[src/rtl/core/kcd_pkg.sv]
// Shared constants, codes and control/status types of the keyboard command dispatcher.
// No dependencies; used by kcd_ctrl, kcd_dp and keyboard_command_dispatcher.
package kcd_pkg;

	localparam int TABLE_ENTRIES = 16;
	localparam int LINE_DEPTH    = 32;
	localparam int TIDX_W        = (TABLE_ENTRIES > 1) ? $clog2(TABLE_ENTRIES) : 1;
	localparam int LIDX_W        = $clog2(LINE_DEPTH);

	localparam int IN_DATA_W  = 16;
	localparam int OUT_DATA_W = 16;
	localparam int OUT_USER_W = 2;

	localparam logic [7:0] CH_NUL  = 8'd0;
	localparam logic [7:0] CH_LF   = 8'd10;
	localparam logic [7:0] CH_CR   = 8'd13;
	localparam logic [7:0] CH_OPEN = 8'd37;

	localparam logic REQ_KEY = 1'b0;
	localparam logic REQ_REG = 1'b1;

	localparam logic KIND_ECHO = 1'b0;
	localparam logic KIND_CMD  = 1'b1;

	typedef enum logic [1:0] {
		ES_LINE,
		ES_TERM,
		ES_ECHO,
		ES_LF
	} emit_sel_t;

	typedef struct packed {
		logic      load_item;
		logic      key_from_ch;
		logic      key_from_line;
		logic      scan_clr;
		logic      scan_adv;
		logic      tab_write;
		logic      open_line;
		logic      close_line;
		logic      store_char;
		logic      rd_rst;
		logic      rd_adv;
		logic      emit;
		emit_sel_t emit_sel;
	} ctl_t;

	typedef struct packed {
		logic req_type;
		logic ch_is_open;
		logic ch_is_cr;
		logic ch_is_lf;
		logic ch_is_nul;
		logic line_open;
		logic line_full;
		logic scan_last;
		logic found;
		logic rd_more;
		logic out_free;
	} sts_t;

endpackage

[src/rtl/core/kcd_ctrl.sv]
// Sequencing state machine of the keyboard command dispatcher.
// Depends on kcd_pkg; drives kcd_dp through ctl_t and reads its sts_t.
module kcd_ctrl (
	input  logic          clk,
	input  logic          arst_n,
	input  logic          in_valid,
	output logic          in_ready,
	input  kcd_pkg::sts_t sts,
	output kcd_pkg::ctl_t ctl
);
	import kcd_pkg::*;

	localparam logic [3:0] S_IDLE   = 4'd0;
	localparam logic [3:0] S_DEC    = 4'd1;
	localparam logic [3:0] S_KEYRD  = 4'd2;
	localparam logic [3:0] S_KEYGET = 4'd3;
	localparam logic [3:0] S_SCAN_A = 4'd4;
	localparam logic [3:0] S_SCAN_C = 4'd5;
	localparam logic [3:0] S_SEND   = 4'd6;
	localparam logic [3:0] S_LRD    = 4'd7;
	localparam logic [3:0] S_LEMIT  = 4'd8;
	localparam logic [3:0] S_TERM   = 4'd9;
	localparam logic [3:0] S_ECHO   = 4'd10;
	localparam logic [3:0] S_LF     = 4'd11;

	logic [3:0] state_q;
	logic [3:0] state_d;

	assign in_ready = (state_q == S_IDLE);

	always_comb begin
		ctl      = '0;
		ctl.emit_sel = ES_ECHO;
		state_d  = state_q;
		unique case (state_q)
			S_IDLE: begin
				if (in_valid) begin
					ctl.load_item = 1'b1;
					state_d       = S_DEC;
				end
			end
			S_DEC: begin
				priority if (sts.req_type == REQ_REG) begin
					ctl.key_from_ch = 1'b1;
					ctl.scan_clr    = 1'b1;
					state_d         = S_SCAN_A;
				end else if (!sts.line_open && sts.ch_is_open) begin
					ctl.open_line = 1'b1;
					state_d       = S_ECHO;
				end else if (sts.line_open && (sts.ch_is_cr || sts.ch_is_lf)) begin
					ctl.close_line = 1'b1;
					ctl.rd_rst     = 1'b1;
					state_d        = S_KEYRD;
				end else if (sts.line_open && !sts.line_full) begin
					ctl.store_char = 1'b1;
					state_d        = S_ECHO;
				end else begin
					state_d = S_ECHO;
				end
			end
			S_KEYRD: state_d = S_KEYGET;
			S_KEYGET: begin
				ctl.key_from_line = 1'b1;
				ctl.scan_clr      = 1'b1;
				state_d           = S_SCAN_A;
			end
			S_SCAN_A: state_d = S_SCAN_C;
			S_SCAN_C: begin
				ctl.scan_adv = 1'b1;
				state_d      = sts.scan_last ? S_SEND : S_SCAN_A;
			end
			S_SEND: begin
				priority if (sts.req_type == REQ_REG) begin
					ctl.tab_write = 1'b1;
					state_d       = S_IDLE;
				end else if (sts.found) begin
					ctl.rd_rst = 1'b1;
					state_d    = S_LRD;
				end else begin
					state_d = S_ECHO;
				end
			end
			S_LRD: state_d = S_LEMIT;
			S_LEMIT: begin
				priority if (!sts.rd_more) begin
					state_d = S_TERM;
				end else if (sts.out_free) begin
					ctl.emit     = 1'b1;
					ctl.emit_sel = ES_LINE;
					ctl.rd_adv   = 1'b1;
					state_d      = S_LRD;
				end
			end
			S_TERM: begin
				if (sts.out_free) begin
					ctl.emit     = 1'b1;
					ctl.emit_sel = ES_TERM;
					state_d      = S_ECHO;
				end
			end
			S_ECHO: begin
				priority if (sts.ch_is_nul) begin
					state_d = S_IDLE;
				end else if (sts.out_free) begin
					ctl.emit     = 1'b1;
					ctl.emit_sel = ES_ECHO;
					state_d      = sts.ch_is_cr ? S_LF : S_IDLE;
				end
			end
			S_LF: begin
				if (sts.out_free) begin
					ctl.emit     = 1'b1;
					ctl.emit_sel = ES_LF;
					state_d      = S_IDLE;
				end
			end
			default: state_d = S_IDLE;
		endcase
	end

	always_ff @(posedge clk or negedge arst_n) begin
		if (!arst_n) begin
			state_q <= S_IDLE;
		end else begin
			state_q <= state_d;
		end
	end

endmodule

[src/rtl/core/kcd_dp.sv]
// Datapath of the keyboard command dispatcher: item register, command table,
// line buffer, table scan and output register. Depends on kcd_pkg.
module kcd_dp (
	input  logic                     clk,
	input  logic                     arst_n,
	input  kcd_pkg::ctl_t            ctl,
	output kcd_pkg::sts_t            sts,
	input  logic                     in_req_type,
	input  logic [7:0]               in_char,
	input  logic [3:0]               in_sender,
	output logic                     out_valid,
	input  logic                     out_ready,
	output logic                     out_kind,
	output logic [3:0]               out_id,
	output logic [7:0]               out_char,
	output logic                     out_eom,
	output logic                     out_last
);
	import kcd_pkg::*;

	logic                     req_q;
	logic [7:0]               ch_q;
	logic [3:0]               sid_q;
	logic [7:0]               key_q;

	logic [11:0]              tab_mem [TABLE_ENTRIES];
	logic [TABLE_ENTRIES-1:0] tab_valid_q;
	logic [11:0]              tab_rd_q;
	logic [TIDX_W-1:0]        sc_q;
	logic                     found_q;
	logic [TIDX_W-1:0]        found_idx_q;
	logic [3:0]               dest_q;
	logic                     free_q;
	logic [TIDX_W-1:0]        free_idx_q;
	logic [TIDX_W-1:0]        slot;

	logic [7:0]               line_mem [LINE_DEPTH];
	logic                     line_open_q;
	logic [LIDX_W-1:0]        len_q;
	logic [LIDX_W-1:0]        rd_idx_q;
	logic [7:0]               rd_data_q;

	logic                     out_valid_q;
	logic                     kind_q;
	logic [3:0]               id_q;
	logic [7:0]               och_q;
	logic                     eom_q;
	logic                     last_q;

	always_ff @(posedge clk) begin
		if (ctl.load_item) begin
			req_q <= in_req_type;
			ch_q  <= in_char;
			sid_q <= in_sender;
		end
		if (ctl.key_from_ch) begin
			key_q <= ch_q;
		end else if (ctl.key_from_line) begin
			key_q <= (len_q != '0) ? rd_data_q : CH_NUL;
		end
	end

	assign slot = found_q ? found_idx_q : free_idx_q;

	always_ff @(posedge clk) begin
		tab_rd_q <= tab_mem[sc_q];
		if (ctl.tab_write && (found_q || free_q)) begin
			tab_mem[slot] <= {sid_q, ch_q};
		end
	end

	always_ff @(posedge clk or negedge arst_n) begin
		if (!arst_n) begin
			tab_valid_q <= '0;
			sc_q        <= '0;
			found_q     <= 1'b0;
			free_q      <= 1'b0;
		end else begin
			if (ctl.tab_write && (found_q || free_q)) begin
				tab_valid_q[slot] <= 1'b1;
			end
			if (ctl.scan_clr) begin
				sc_q    <= '0;
				found_q <= 1'b0;
				free_q  <= 1'b0;
			end else if (ctl.scan_adv) begin
				sc_q <= sc_q + 1'b1;
				if (tab_valid_q[sc_q] && (tab_rd_q[7:0] == key_q) && !found_q) begin
					found_q <= 1'b1;
				end
				if (!tab_valid_q[sc_q] && !free_q) begin
					free_q <= 1'b1;
				end
			end
		end
	end

	always_ff @(posedge clk) begin
		if (ctl.scan_adv) begin
			if (tab_valid_q[sc_q] && (tab_rd_q[7:0] == key_q) && !found_q) begin
				found_idx_q <= sc_q;
				dest_q      <= tab_rd_q[11:8];
			end
			if (!tab_valid_q[sc_q] && !free_q) begin
				free_idx_q <= sc_q;
			end
		end
	end

	always_ff @(posedge clk) begin
		rd_data_q <= line_mem[rd_idx_q];
		if (ctl.store_char) begin
			line_mem[len_q] <= ch_q;
		end
	end

	always_ff @(posedge clk or negedge arst_n) begin
		if (!arst_n) begin
			line_open_q <= 1'b0;
			len_q       <= '0;
			rd_idx_q    <= '0;
		end else begin
			if (ctl.open_line) begin
				line_open_q <= 1'b1;
				len_q       <= '0;
			end else if (ctl.close_line) begin
				line_open_q <= 1'b0;
			end else if (ctl.store_char) begin
				len_q <= len_q + 1'b1;
			end
			if (ctl.rd_rst) begin
				rd_idx_q <= '0;
			end else if (ctl.rd_adv) begin
				rd_idx_q <= rd_idx_q + 1'b1;
			end
		end
	end

	always_ff @(posedge clk or negedge arst_n) begin
		if (!arst_n) begin
			out_valid_q <= 1'b0;
		end else if (ctl.emit) begin
			out_valid_q <= 1'b1;
		end else if (out_ready) begin
			out_valid_q <= 1'b0;
		end
	end

	always_ff @(posedge clk) begin
		if (ctl.emit) begin
			unique case (ctl.emit_sel)
				ES_LINE: begin
					kind_q <= KIND_CMD;
					id_q   <= dest_q;
					och_q  <= rd_data_q;
					eom_q  <= 1'b0;
					last_q <= 1'b0;
				end
				ES_TERM: begin
					kind_q <= KIND_CMD;
					id_q   <= dest_q;
					och_q  <= CH_NUL;
					eom_q  <= 1'b1;
					last_q <= (ch_q == CH_NUL);
				end
				ES_ECHO: begin
					kind_q <= KIND_ECHO;
					id_q   <= 4'd0;
					och_q  <= ch_q;
					eom_q  <= (ch_q != CH_CR);
					last_q <= (ch_q != CH_CR);
				end
				ES_LF: begin
					kind_q <= KIND_ECHO;
					id_q   <= 4'd0;
					och_q  <= CH_LF;
					eom_q  <= 1'b1;
					last_q <= 1'b1;
				end
				default: begin
					kind_q <= KIND_ECHO;
					id_q   <= 4'd0;
					och_q  <= CH_NUL;
					eom_q  <= 1'b1;
					last_q <= 1'b1;
				end
			endcase
		end
	end

	assign out_valid = out_valid_q;
	assign out_kind  = kind_q;
	assign out_id    = id_q;
	assign out_char  = och_q;
	assign out_eom   = eom_q;
	assign out_last  = last_q;

	always_comb begin
		sts.req_type   = req_q;
		sts.ch_is_open = (ch_q == CH_OPEN);
		sts.ch_is_cr   = (ch_q == CH_CR);
		sts.ch_is_lf   = (ch_q == CH_LF);
		sts.ch_is_nul  = (ch_q == CH_NUL);
		sts.line_open  = line_open_q;
		sts.line_full  = (len_q == LIDX_W'(LINE_DEPTH - 1));
		sts.scan_last  = (sc_q == TIDX_W'(TABLE_ENTRIES - 1));
		sts.found      = found_q;
		sts.rd_more    = (rd_idx_q < len_q) && (rd_data_q != CH_NUL);
		sts.out_free   = !out_valid_q || out_ready;
	end

endmodule

[src/rtl/core/keyboard_command_dispatcher.sv]
// Top level of the keyboard command dispatcher: stream ports and packing.
// Depends on kcd_pkg, kcd_ctrl and kcd_dp.
//
// Usage: items enter on the s_axis channel; tuser marks a keystroke (0) or a
// key registration (1). Results leave on the m_axis channel, one character a
// beat, tlast on the final result an item causes. A keystroke other than NUL
// gives its echo (CR as CR then LF); a CR or LF that closes a line bound to a
// registered key first streams the buffered text and a zero terminator to
// that destination. Registrations give no result.
// One item is handled at a time; s_axis_tready is high only while idle.
// A plain keystroke passes through the decode and echo states; its echo is
// held in the output register. A registration, and the lookup of a closing
// keystroke, scan every table entry in turn, one entry per S_SCAN_A/S_SCAN_C
// pass through the registered table memory; a bound key then streams its
// characters through S_LRD and S_LEMIT, paced by the registered line buffer
// read port.
// A single output register holds each result; when m_axis_tready is low the
// sequencer holds until it frees, and the next item can be taken while the
// last result still waits. Reset empties the table and closes any line.
module keyboard_command_dispatcher (
	input  logic                           clk,
	input  logic                           arst_n,
	input  logic                           s_axis_tvalid,
	output logic                           s_axis_tready,
	// [7:0] char_code, [11:8] sender_id, [15:12] zero
	input  logic [kcd_pkg::IN_DATA_W-1:0]  s_axis_tdata,
	// [0] req_type
	input  logic [0:0]                     s_axis_tuser,
	output logic                           m_axis_tvalid,
	input  logic                           m_axis_tready,
	// [3:0] dest_id, [11:4] char_code_res, [15:12] zero
	output logic [kcd_pkg::OUT_DATA_W-1:0] m_axis_tdata,
	// [0] dest_kind, [1] end_of_message
	output logic [kcd_pkg::OUT_USER_W-1:0] m_axis_tuser,
	output logic                           m_axis_tlast
);
	import kcd_pkg::*;

	ctl_t       ctl;
	sts_t       sts;
	logic       kind;
	logic [3:0] id;
	logic [7:0] och;
	logic       eom;

	kcd_ctrl u_ctrl (
		.clk      (clk),
		.arst_n   (arst_n),
		.in_valid (s_axis_tvalid),
		.in_ready (s_axis_tready),
		.sts      (sts),
		.ctl      (ctl)
	);

	kcd_dp u_dp (
		.clk         (clk),
		.arst_n      (arst_n),
		.ctl         (ctl),
		.sts         (sts),
		.in_req_type (s_axis_tuser[0]),
		.in_char     (s_axis_tdata[7:0]),
		.in_sender   (s_axis_tdata[11:8]),
		.out_valid   (m_axis_tvalid),
		.out_ready   (m_axis_tready),
		.out_kind    (kind),
		.out_id      (id),
		.out_char    (och),
		.out_eom     (eom),
		.out_last    (m_axis_tlast)
	);

	assign m_axis_tdata = {4'd0, och, id};
	assign m_axis_tuser = {eom, kind};

endmodule
[config.mk]
export PLATFORM = sky130hd
export DESIGN_NAME = keyboard_command_dispatcher
export DESIGN_NICKNAME = d
export VERILOG_FILES = /design/src/rtl/core/kcd_pkg.sv /design/src/rtl/core/kcd_ctrl.sv /design/src/rtl/core/kcd_dp.sv /design/src/rtl/core/keyboard_command_dispatcher.sv
export SDC_FILE = /design/constraint.sdc
export NUM_CORES = 1
export LEC_CHECK = 0
export BUFFER_PORTS_ARGS = -buffer_cell sky130_fd_sc_hd__buf_4
export CAP_MARGIN = 20
export CORE_UTILIZATION = 36
export DETAILED_ROUTE_END_ITERATION = 7
export PLACE_DENSITY = 0.54
export SLEW_MARGIN = 25
export SYNTH_ARGS = -nofsm -noshare
export SYNTH_HDL_FRONTEND = slang
export SYNTH_SLANG_ARGS = --single-unit
[constraint.sdc]
create_clock -name clk -period 3.8 [get_ports clk]
set_input_delay 0.57 -clock clk [delete_from_list [all_inputs] [get_ports clk]]
set_output_delay 0.57 -clock clk [all_outputs]
set_load 0.01 [all_outputs]
==> results of run 1 <==
-- layout by cell type (no fill, tap or decap), types with 4 or more instances in the layout --
cell / instances
a21oi_1: 14
a22o_1: 15
a22oi_1: 9
and2_1: 9
and3_1: 4
buf_4: 105
bufinv_16: 5
clkbuf_1: 9
clkbuf_16: 55
clkinv_1: 14
clkinv_2: 12
conb_1: 4
dfrtp_1: 34
dfxtp_1: 20
edfxtp_1: 496
ha_1: 11
inv_1: 8
mux2i_1: 19
mux4_2: 137
nand2_1: 24
nand2b_1: 5
nand3_1: 14
nor2_1: 69
nor2b_1: 6
nor3_1: 5
nor4_1: 7
o21a_1: 9
o21ai_0: 7
or2_2: 16
xnor2_1: 4
xor2_1: 10
-- worst paths after layout --
kind,start,endpoint,slack [ns],cells past startpoint
worst max register to register,u_dp.len_q[0]$_DFFE_PN0P_,u_dp.line_mem[1][3]$_DFFE_PP_,0.69,9
worst max-delay path,u_dp.len_q[0]$_DFFE_PN0P_,u_dp.line_mem[1][3]$_DFFE_PP_,0.69,9
min in group asynchronous,arst_n,u_dp.rd_idx_q[0]$_DFFE_PN0P_,0.52,2
max in group asynchronous,arst_n,u_dp.sc_q[0]$_DFFE_PN0P_,2.84,2
worst min register to register,u_dp.tab_rd_q[11]$_DFF_P_,u_dp.dest_q[3]$_DFFE_PP_,0.42,0
worst min-delay path,s_axis_tuser,u_dp.req_q$_DFFE_PP_,0.16,1
-- metrics by stage --
step / utilization / cell area (µm²) / setup slack, ns
after global routing: 0.421 / 24900 / 0.434
after floorplan: - / 21700 / 1.18
after global placement: 0.391 / 23200 / 0.713
after detailed placement: 0.391 / 23200 / 0.668
final: 0.421 / 24900 / 0.694
after CTS: 0.421 / 24900 / 0.669
-- power by group through the flow --
stage	Combinational, W	Clock, W	Sequential [W]
2_1_floorplan	0.00109	0	0.00740
3_3_place_gp	0.00158	0	0.00750
3_5_place_dp	0.00161	0	0.00751
4_1_cts	0.00161	0.00537	0.00738
5_1_grt	0.00173	0.00558	0.00741
6_report	0.00158	0.00523	0.00737
-- cells by family (layout without fill, tap and decap cells) --
| group | Yosys count | count (layout) | share of synthesized area |
|---|---|---|---|
| multiplexers | 157 | 157 | 0.152 |
| AO/OA/AOI/OAI | 87 | 87 | 0.0300 |
| buffers and inverters | 64 | 217 | 0.0150 |
| other | 1 | 4 | 0.000173 |
| XOR/XNOR | 14 | 14 | 0.00566 |
| adder cells (fa/ha/maj) | 11 | 11 | 0.00635 |
| AND/OR/NAND/NOR | 180 | 180 | 0.0415 |
| flip-flops | 554 | 554 | 0.750 |
-- flip-flops by register name (all words and copies together) (netlist names), 4 cells and up --
signal            count
u_dp.out_id           4
u_dp.tab_mem        192
u_dp.sid_q            4
u_dp.tab_rd_q        12
u_dp.rd_data_q        8
u_dp.found_idx_q      4
u_dp.rd_idx_q         5
u_dp.dest_q           4
u_dp.key_q            8
u_ctrl.state_q        4
u_dp.len_q            5
u_dp.line_mem       256
u_dp.ch_q             8
u_dp.free_idx_q       4
u_dp.sc_q             4
u_dp.tab_valid_q     16
u_dp.out_char         8
-- critical path: cells and delay by family (launching register included) --
kind / cells / cell delay, ns
buf+inv: 1 / 0.21
flops: 1 / 0.43
fa+ha+maj: 2 / 0.43
simple gates: 6 / 1.76
-- area by class of cell --
| type | instances | area [µm²] |
|---|---|---|
| Tap cell | 773 | 967 |
| Multi-Input combinational cell | 453 | 5120 |
| Fill cell | 5180 | 34300 |
| Clock inverter | 33 | 287 |
| Sequential cell | 554 | 16300 |
| Timing Repair Buffer | 107 | 818 |
| Clock buffer | 66 | 1440 |
| Inverter | 11 | 41.3 |
-- timing repair --
item                      in CTS  in global routing
gates resized for setup        0                  0
hold endpoints to repair      38                  0
hold buffers                   1                  0
-- per-layer routing --
layer  wire [µm]  vias up
li1            -     4587
met4        1150        0
met1       22300     5567
met3        2610       73
met5           0        -
met2       22300      301
==> results.md, run 1 <==
- The portion of total power attributed to combinational logic is 0.111.
- The die height is 247 µm.
- The clock latency at the later pin of the worst-skew pair is 0.59 ns.
- On the final layout, the worst hold slack is 0.158 ns.
- After the flow finishes, the layout carries non-filler instances totaling 1,997.
- Setup repair after global routing left no endpoint under its margin.
- STA classifies the critical path startpoint as a flip-flop.
- The tool flagged a number of max-cap violations equal to 0.
- Counting the buffers created by CTS gives 54.
- The number of enable-type register cells in the synthesized netlist is 496.
- The count of nets left with antenna violations after detail routing is 0.
- The maximum number of pins on one net before global-route repair is 68.
- Compared with the post-synthesis result, the final layout area differs by 15.0%.
- The count of final hold-check violations is 0.
- The first global-routing pass estimated 72,200 µm of wire.
- STA puts the critical path data arrival time at 3.41 ns.
- The distinct cell type count after synthesis is 67.
- The internal power consumption is 0.0108 W.
- Of the cells placed in the final design, the portion with a size suffix greater than 1 is 0.285.
- The via count of the first global-routing pass was 10,800.
- The antenna diode instance count is 0.
- The width of the die is 247 µm.
- The actual slew at the worst max-slew pin is 1.07 ns.
- The initial antenna violation count came to 0.
- In this run the post-CTS setup repair buffer count came out at 0.
- Across every metal layer, demand over resource in global routing totals 0.162.
- By count the netlist is led by edfxtp_1, mux4_2, nor2_1, dfrtp_1, nand2_1.
- For this design, the sink count on the clock tree is 554.
- The initialized floorplan defines 89 standard-cell rows.
- The first routing iteration left 655 violations.
- The net switching power is 0.00340 W.
- The HPWL after detailed placement is 29,300 µm.
- The maximum fanout along the worst path is 8.
- The clock network fraction of design power is 0.369.
- The first-pass iteration count of the detailed router is 8.
- Dividing the final minimum period by the clock period gives 0.817.
- The cell at the slowest stage of the critical path is dfrtp_1.
- The worst path in the final design needs a cycle of 3.11 ns, including I/O delays and setup.
- The die covers 61,200 µm².
- The cell area that synthesis handed to floorplanning was 21,700 µm².
- The share of async-settable or async-resettable flops after synthesis is 0.0686.
- The maximum ir drop on the vdd rail is 0.338 mV.
- The cell total after placement is 1,897.
- The classification of the worst-slack hold path is in2reg.
- The number of nets in the layout is 1,213.
- The met1 demand-to-capacity share in global routing is 0.240.
- Setup violations remaining at the end of the flow were counted as 0.
- During synthesis, Yosys emitted a total of 0 warnings.
- The share of the Yosys chip area taken by registers is 0.750.
- Of the post-synthesis cell area, the dominant cell type holds 0.687.
- For met3 alone, demand over resource in global routing was 0.0242.
- The peak-usage layer in the global routing report is met2.
- The clock-pin slew on the worst setup and hold paths is 0.07 ns.
- The worst pin sits at a relative slew slack of 0.284.
- The mean instance size in the synthesized netlist is 20.3 µm².
- The static leakage is 8.04 nW.
- The checks that failed: design-rule violations.
- Power comes to 0.0142 W.
- The primary flip-flop cell chosen by synthesis mapping is edfxtp_1.
- Traced cell by cell, the critical path runs through ha_1 -> and3_1 -> ha_1 -> nand2b_1 -> nor4_1 -> and2_1 -> nand2_1 -> nor2_1 -> buf_4.
- The most numerous cell type found on the critical path is ha_1.
- The most instantiated library cell after synthesis is edfxtp_1.
- The routability congestion estimate from global placement is 0.793.
- The maximum achievable frequency is 322 MHz.
- The number of top-level pins is 42.
- The ratio of routed vias to standard cells is 5.27.
- The clock skew after layout is 0.0119 ns.
- The final route contains 10,500 vias.
- TritonCTS built the clock tree.
- The synthesized design spends more area on one cell type than any other, namely edfxtp_1.
- The data required time of the worst path is 4.11 ns.
- By area the synthesized netlist is led by edfxtp_1, mux4_2, dfrtp_1.
- The initial utilization of the core area, before any placement, comes to 0.366.
- For the final routed database, the setup TNS stands at 0 ns.
- The count of final max-slew check failures is 0.
- The flow ran to the end, but the final reports show violations.
- After detailed routing, the number of remaining DRC violations is 5.
- Counting flops and latches in the post-synthesis netlist gives 554.
- The total of buffers placed on input and output ports is 33.
- The total power density per cell area is 569 nW/µm².
- The routed design has 48,400 µm of wire.
- Of the total power, the share spent switching nets is 0.240.
- Of the total power, registers draw 0.520.
- The overflow left after global routing is 0.
- The maximum root-to-sink buffer count is 3.
- The H-tree generated during clock tree synthesis spans 2 levels.
- The placeable core region is 59,200 µm².
- The largest stage delay on the critical path is 0.43 ns.
- The kind of end point of the critical path is a flip-flop.
- In the global route stage, met2 resource usage came out at 0.250.
- The root cell of the clock tree is clkbuf_16.
- Synthesis produced a netlist whose cell count is 1,068.
- After detailed routing, the average wire length per cell comes to 24.3 µm.
- The critical path is of the reg2reg type.
(Power assumes the default switching activity.)
==> run 2: changes to the inputs <==
- clock period: 3.8 -> 3 ns (I/O delays scaled with it)
==> results.md, run 2 (synthesis gave the netlist of run 1 again) <==
- Status: finished with violations (unchanged).
- Violations in the final reports: design-rule violations (unchanged).
- The cell class contributing the biggest share of worst-path delay is simple AND/OR/NAND/NOR gates (unchanged).
- The maximum number of pins on one net before global-route repair is 68 (unchanged).
- The flip-flop count of the largest register after layout was 256 (unchanged).
- The maximum fanout along the worst path is 8 (unchanged).
- The routability congestion estimate from global placement is 0.791 (was 0.793).
- The number of top-level pins is 42 (unchanged).
- The global-route wire length before repair is 72,800 µm (was 72,200 µm).
- The final critical path time including I/O delays and setup is 2.83 ns (was 3.11 ns).
- The worst slew margin relative to its limit is 0.280 (was 0.284).
- The leading cell type in the layout, fill and taps excluded is edfxtp_1 (unchanged).
- The kind of end point of the critical path was a flip-flop (unchanged).
- The register with the most flip-flops is u_dp.line_mem (unchanged).
- The data required time of the worst path was 3.28 ns (was 4.11 ns).
- The number of remaining DRC errors is 10 (was 5).
- The post-route fraction of the period consumed by the critical path is 0.944 (was 0.817).
- The maximum ir drop on the vdd rail is 0.388 mV (was 0.338 mV).
- The maximum achievable frequency is 353 MHz (was 322 MHz).
- The buffer and inverter count on the worst path was 3 (was 1).
- The H-tree depth is 2 (unchanged).
- The clock network fraction of design power was 0.366 (was 0.369).
- The synthesis-to-layout area growth is 16.4% (was 15.0%).
- The starting utilization of the core area is 0.366 (unchanged).
- The overflow left after global routing is 0 (unchanged).
- The maximum root-to-sink buffer count is 3 (unchanged).
- The share of total power in sequential cells is 0.511 (was 0.520).
- Unrepaired setup endpoints after global routing: no (unchanged).
- The clock latency at the later pin of the worst-skew pair is 0.60 ns (was 0.59 ns).
- The number of buffers added by the clock tree synthesis step is 55 (was 54).
- The number of cells upsized or downsized after cts is 0 (unchanged).
- The number of core rows came to 89 (unchanged).
- The first-pass iteration count of the detailed router is 7 (was 8).
- The DRC violation total after the first TritonRoute iteration is 825 (was 655).
- The critical path's most frequent cell is buf_4 (was ha_1).
- The count of maximum capacitance violations is 0 (unchanged).
- The number of filler instances in the final layout is 5,153 (was 5,180).
- The post-placement worst setup slack is 0.225 ns (was 0.668 ns).
- The clock-pin slew on the worst setup and hold paths is 0.06 ns (was 0.07 ns).
- The ratio of routed vias to standard cells is 5.19 (was 5.27).
- The post-CTS setup buffer count is 0 (unchanged).
- The cell at the slowest stage of the critical path is dfrtp_1 (unchanged).
- The net switching power is 0.00434 W (was 0.00340 W).
- The minimum setup slack in the final design is 0.168 ns (was 0.694 ns).
- The actual slew at the worst max-slew pin is 1.08 ns (was 1.07 ns).
- The clock tree from TritonCTS is done (unchanged).
- The final HPWL from detailed placement is 30,100 µm (was 29,300 µm).
- Most frequent cells in the layout: edfxtp_1, buf_4, mux4_2 (was edfxtp_1, mux4_2, buf_4).
- The fraction of layout instances using a drive strength above 1 is 0.303 (was 0.285).
- The root cell of the clock tree is clkbuf_16 (unchanged).
- The number of nets in the layout is 1,251 (was 1,213).
- The combined area of the multi-input logic cells is 5120 µm² (unchanged).
- The count of nets left with antenna violations after detail routing came to 0 (unchanged).
- The area of the die is 61,200 µm² (unchanged).
- The static leakage is 8.22 nW (was 8.04 nW).
- The total track usage is 0.163 (was 0.162).
- The critical path arrival came to 3.12 ns (was 3.41 ns).
- The wire length reported by the detailed router is 48,500 µm (was 48,400 µm).
- The internal power consumption is 0.0137 W (was 0.0108 W).
- The total of buffers placed on input and output ports was 33 (unchanged).
- The antenna diode instance count is 0 (unchanged).
- The clock skew after layout is 0.0281 ns (was 0.0119 ns).
- The critical path start-end classification is reg2reg (unchanged).
- The type of element launching the critical path is a flip-flop (unchanged).
- Biggest regs: u_dp.line_mem (256), u_dp.tab_mem (192), u_dp.tab_valid_q (16) (unchanged).
- The number of vias after detailed routing is 10,600 (was 10,500).
- The portion of total power attributed to combinational logic was 0.123 (was 0.111).
- The classification of the worst-slack hold path is in2reg (unchanged).
- The count of endpoints failing setup in the final report came to 0 (unchanged).
- The average wire length per cell after detail routing came to 23.8 µm (was 24.3 µm).
- The initial antenna violation count is 0 (unchanged).
- The accumulated negative setup slack is 0 ns (unchanged).
- The count of final hold-check violations is 0 (unchanged).
- The count of final max-slew check failures is 0 (unchanged).
- The sequential cell area in the final layout came to 16,300 µm² (unchanged).
- The width of the die is 247 µm (unchanged).
- The total power density per cell area was 715 nW/µm² (was 569 nW/µm²).
- The via count of the first global-routing pass is 10,900 (was 10,800).
- The switching fraction of total power is 0.241 (was 0.240).
- The placeable core region is 59,200 µm² (unchanged).
- The number of sinks handled by clock tree synthesis is 554 (unchanged).
- Ordered list of cells on the worst path: ha_1 -> and3_1 -> ha_1 -> nand2b_1 -> nor4_1 -> buf_4 -> and2_1 -> nand2_1 -> buf_4 -> nor2_1 -> buf_4 (was ha_1 -> and3_1 -> ha_1 -> nand2b_1 -> nor4_1 -> and2_1 -> nand2_1 -> nor2_1 -> buf_4).
- The largest stage delay on the critical path was 0.45 ns (was 0.43 ns).
- The die height was 247 µm (unchanged).
==> run 2: cell type report <==
| cell class | instances | area share |
|---|---|---|
| Sequential cell | 554 | 0.644 |
| Multi-Input combinational cell | 453 | 0.203 |
| Clock buffer | 70 | 0.0580 |
| Timing Repair Buffer | 144 | 0.0445 |
| Tap cell | 773 | 0.0383 |
| Clock inverter | 32 | 0.0102 |
| Inverter | 11 | 0.00164 |
==> run 2: stage by stage <==
| stage | cell area, µm² | power [W] | std cells | util | hold slack [ns] |
|---|---|---|---|---|---|
| after detailed placement | 23500 | 0.0116 | 1933 | 0.396 | 0.391 |
| final | 25200 | 0.0180 | 2037 | 0.426 | 0.0437 |
| after CTS | 25200 | 0.0183 | 2037 | 0.426 | 0.00227 |
| after floorplan | 21700 | 0.0107 | 1071 | - | 0.154 |
| after global placement | 23500 | 0.0116 | 1933 | 0.396 | 0.390 |
| after global routing | 25200 | 0.0187 | 2037 | 0.426 | 0.00896 |
==> run 2: final timing paths <==
kind,from,end,slack (ns),depth (start not counted)
min in group asynchronous,arst_n,u_dp.len_q[4]$_DFFE_PN0P_,0.38,2
max in group asynchronous,arst_n,u_dp.sc_q[0]$_DFFE_PN0P_,2.20,2
hold reg to reg,u_dp.tab_rd_q[8]$_DFF_P_,u_dp.dest_q[0]$_DFFE_PP_,0.40,0
hold / removal,s_axis_tdata[8],u_dp.sid_q[0]$_DFFE_PP_,0.04,1
setup / recovery,u_dp.len_q[0]$_DFFE_PN0P_,u_dp.line_mem[22][6]$_DFFE_PP_,0.17,11
setup reg to reg,u_dp.len_q[0]$_DFFE_PN0P_,u_dp.line_mem[22][6]$_DFFE_PP_,0.17,11
==> run 2: repair_timing <==
item | in CTS | in global routing
hold buffers | 2 | 0
setup endpoints to repair | 0 | 0
endpoints found under the hold margin | 39 | 0
==> run 2: per-layer routing <==
metal	GRT usage	share of wire	vias up
met3	0.0239	0.045	57
met5	0	0	-
met1	0.246	0.47	5564
met2	0.249	0.47	287
li1	-	-	4666
met4	0.0375	0.017	0
==> run 2: power groups by stage <==
stage          logic (W)  clock network [W]  registers (W)
6_report         0.00222            0.00660        0.00921
5_1_grt          0.00241            0.00706        0.00925
4_1_cts          0.00225            0.00679        0.00922
3_5_place_dp     0.00225                  0        0.00939
3_3_place_gp     0.00222                  0        0.00938
2_1_floorplan    0.00138                  0        0.00937
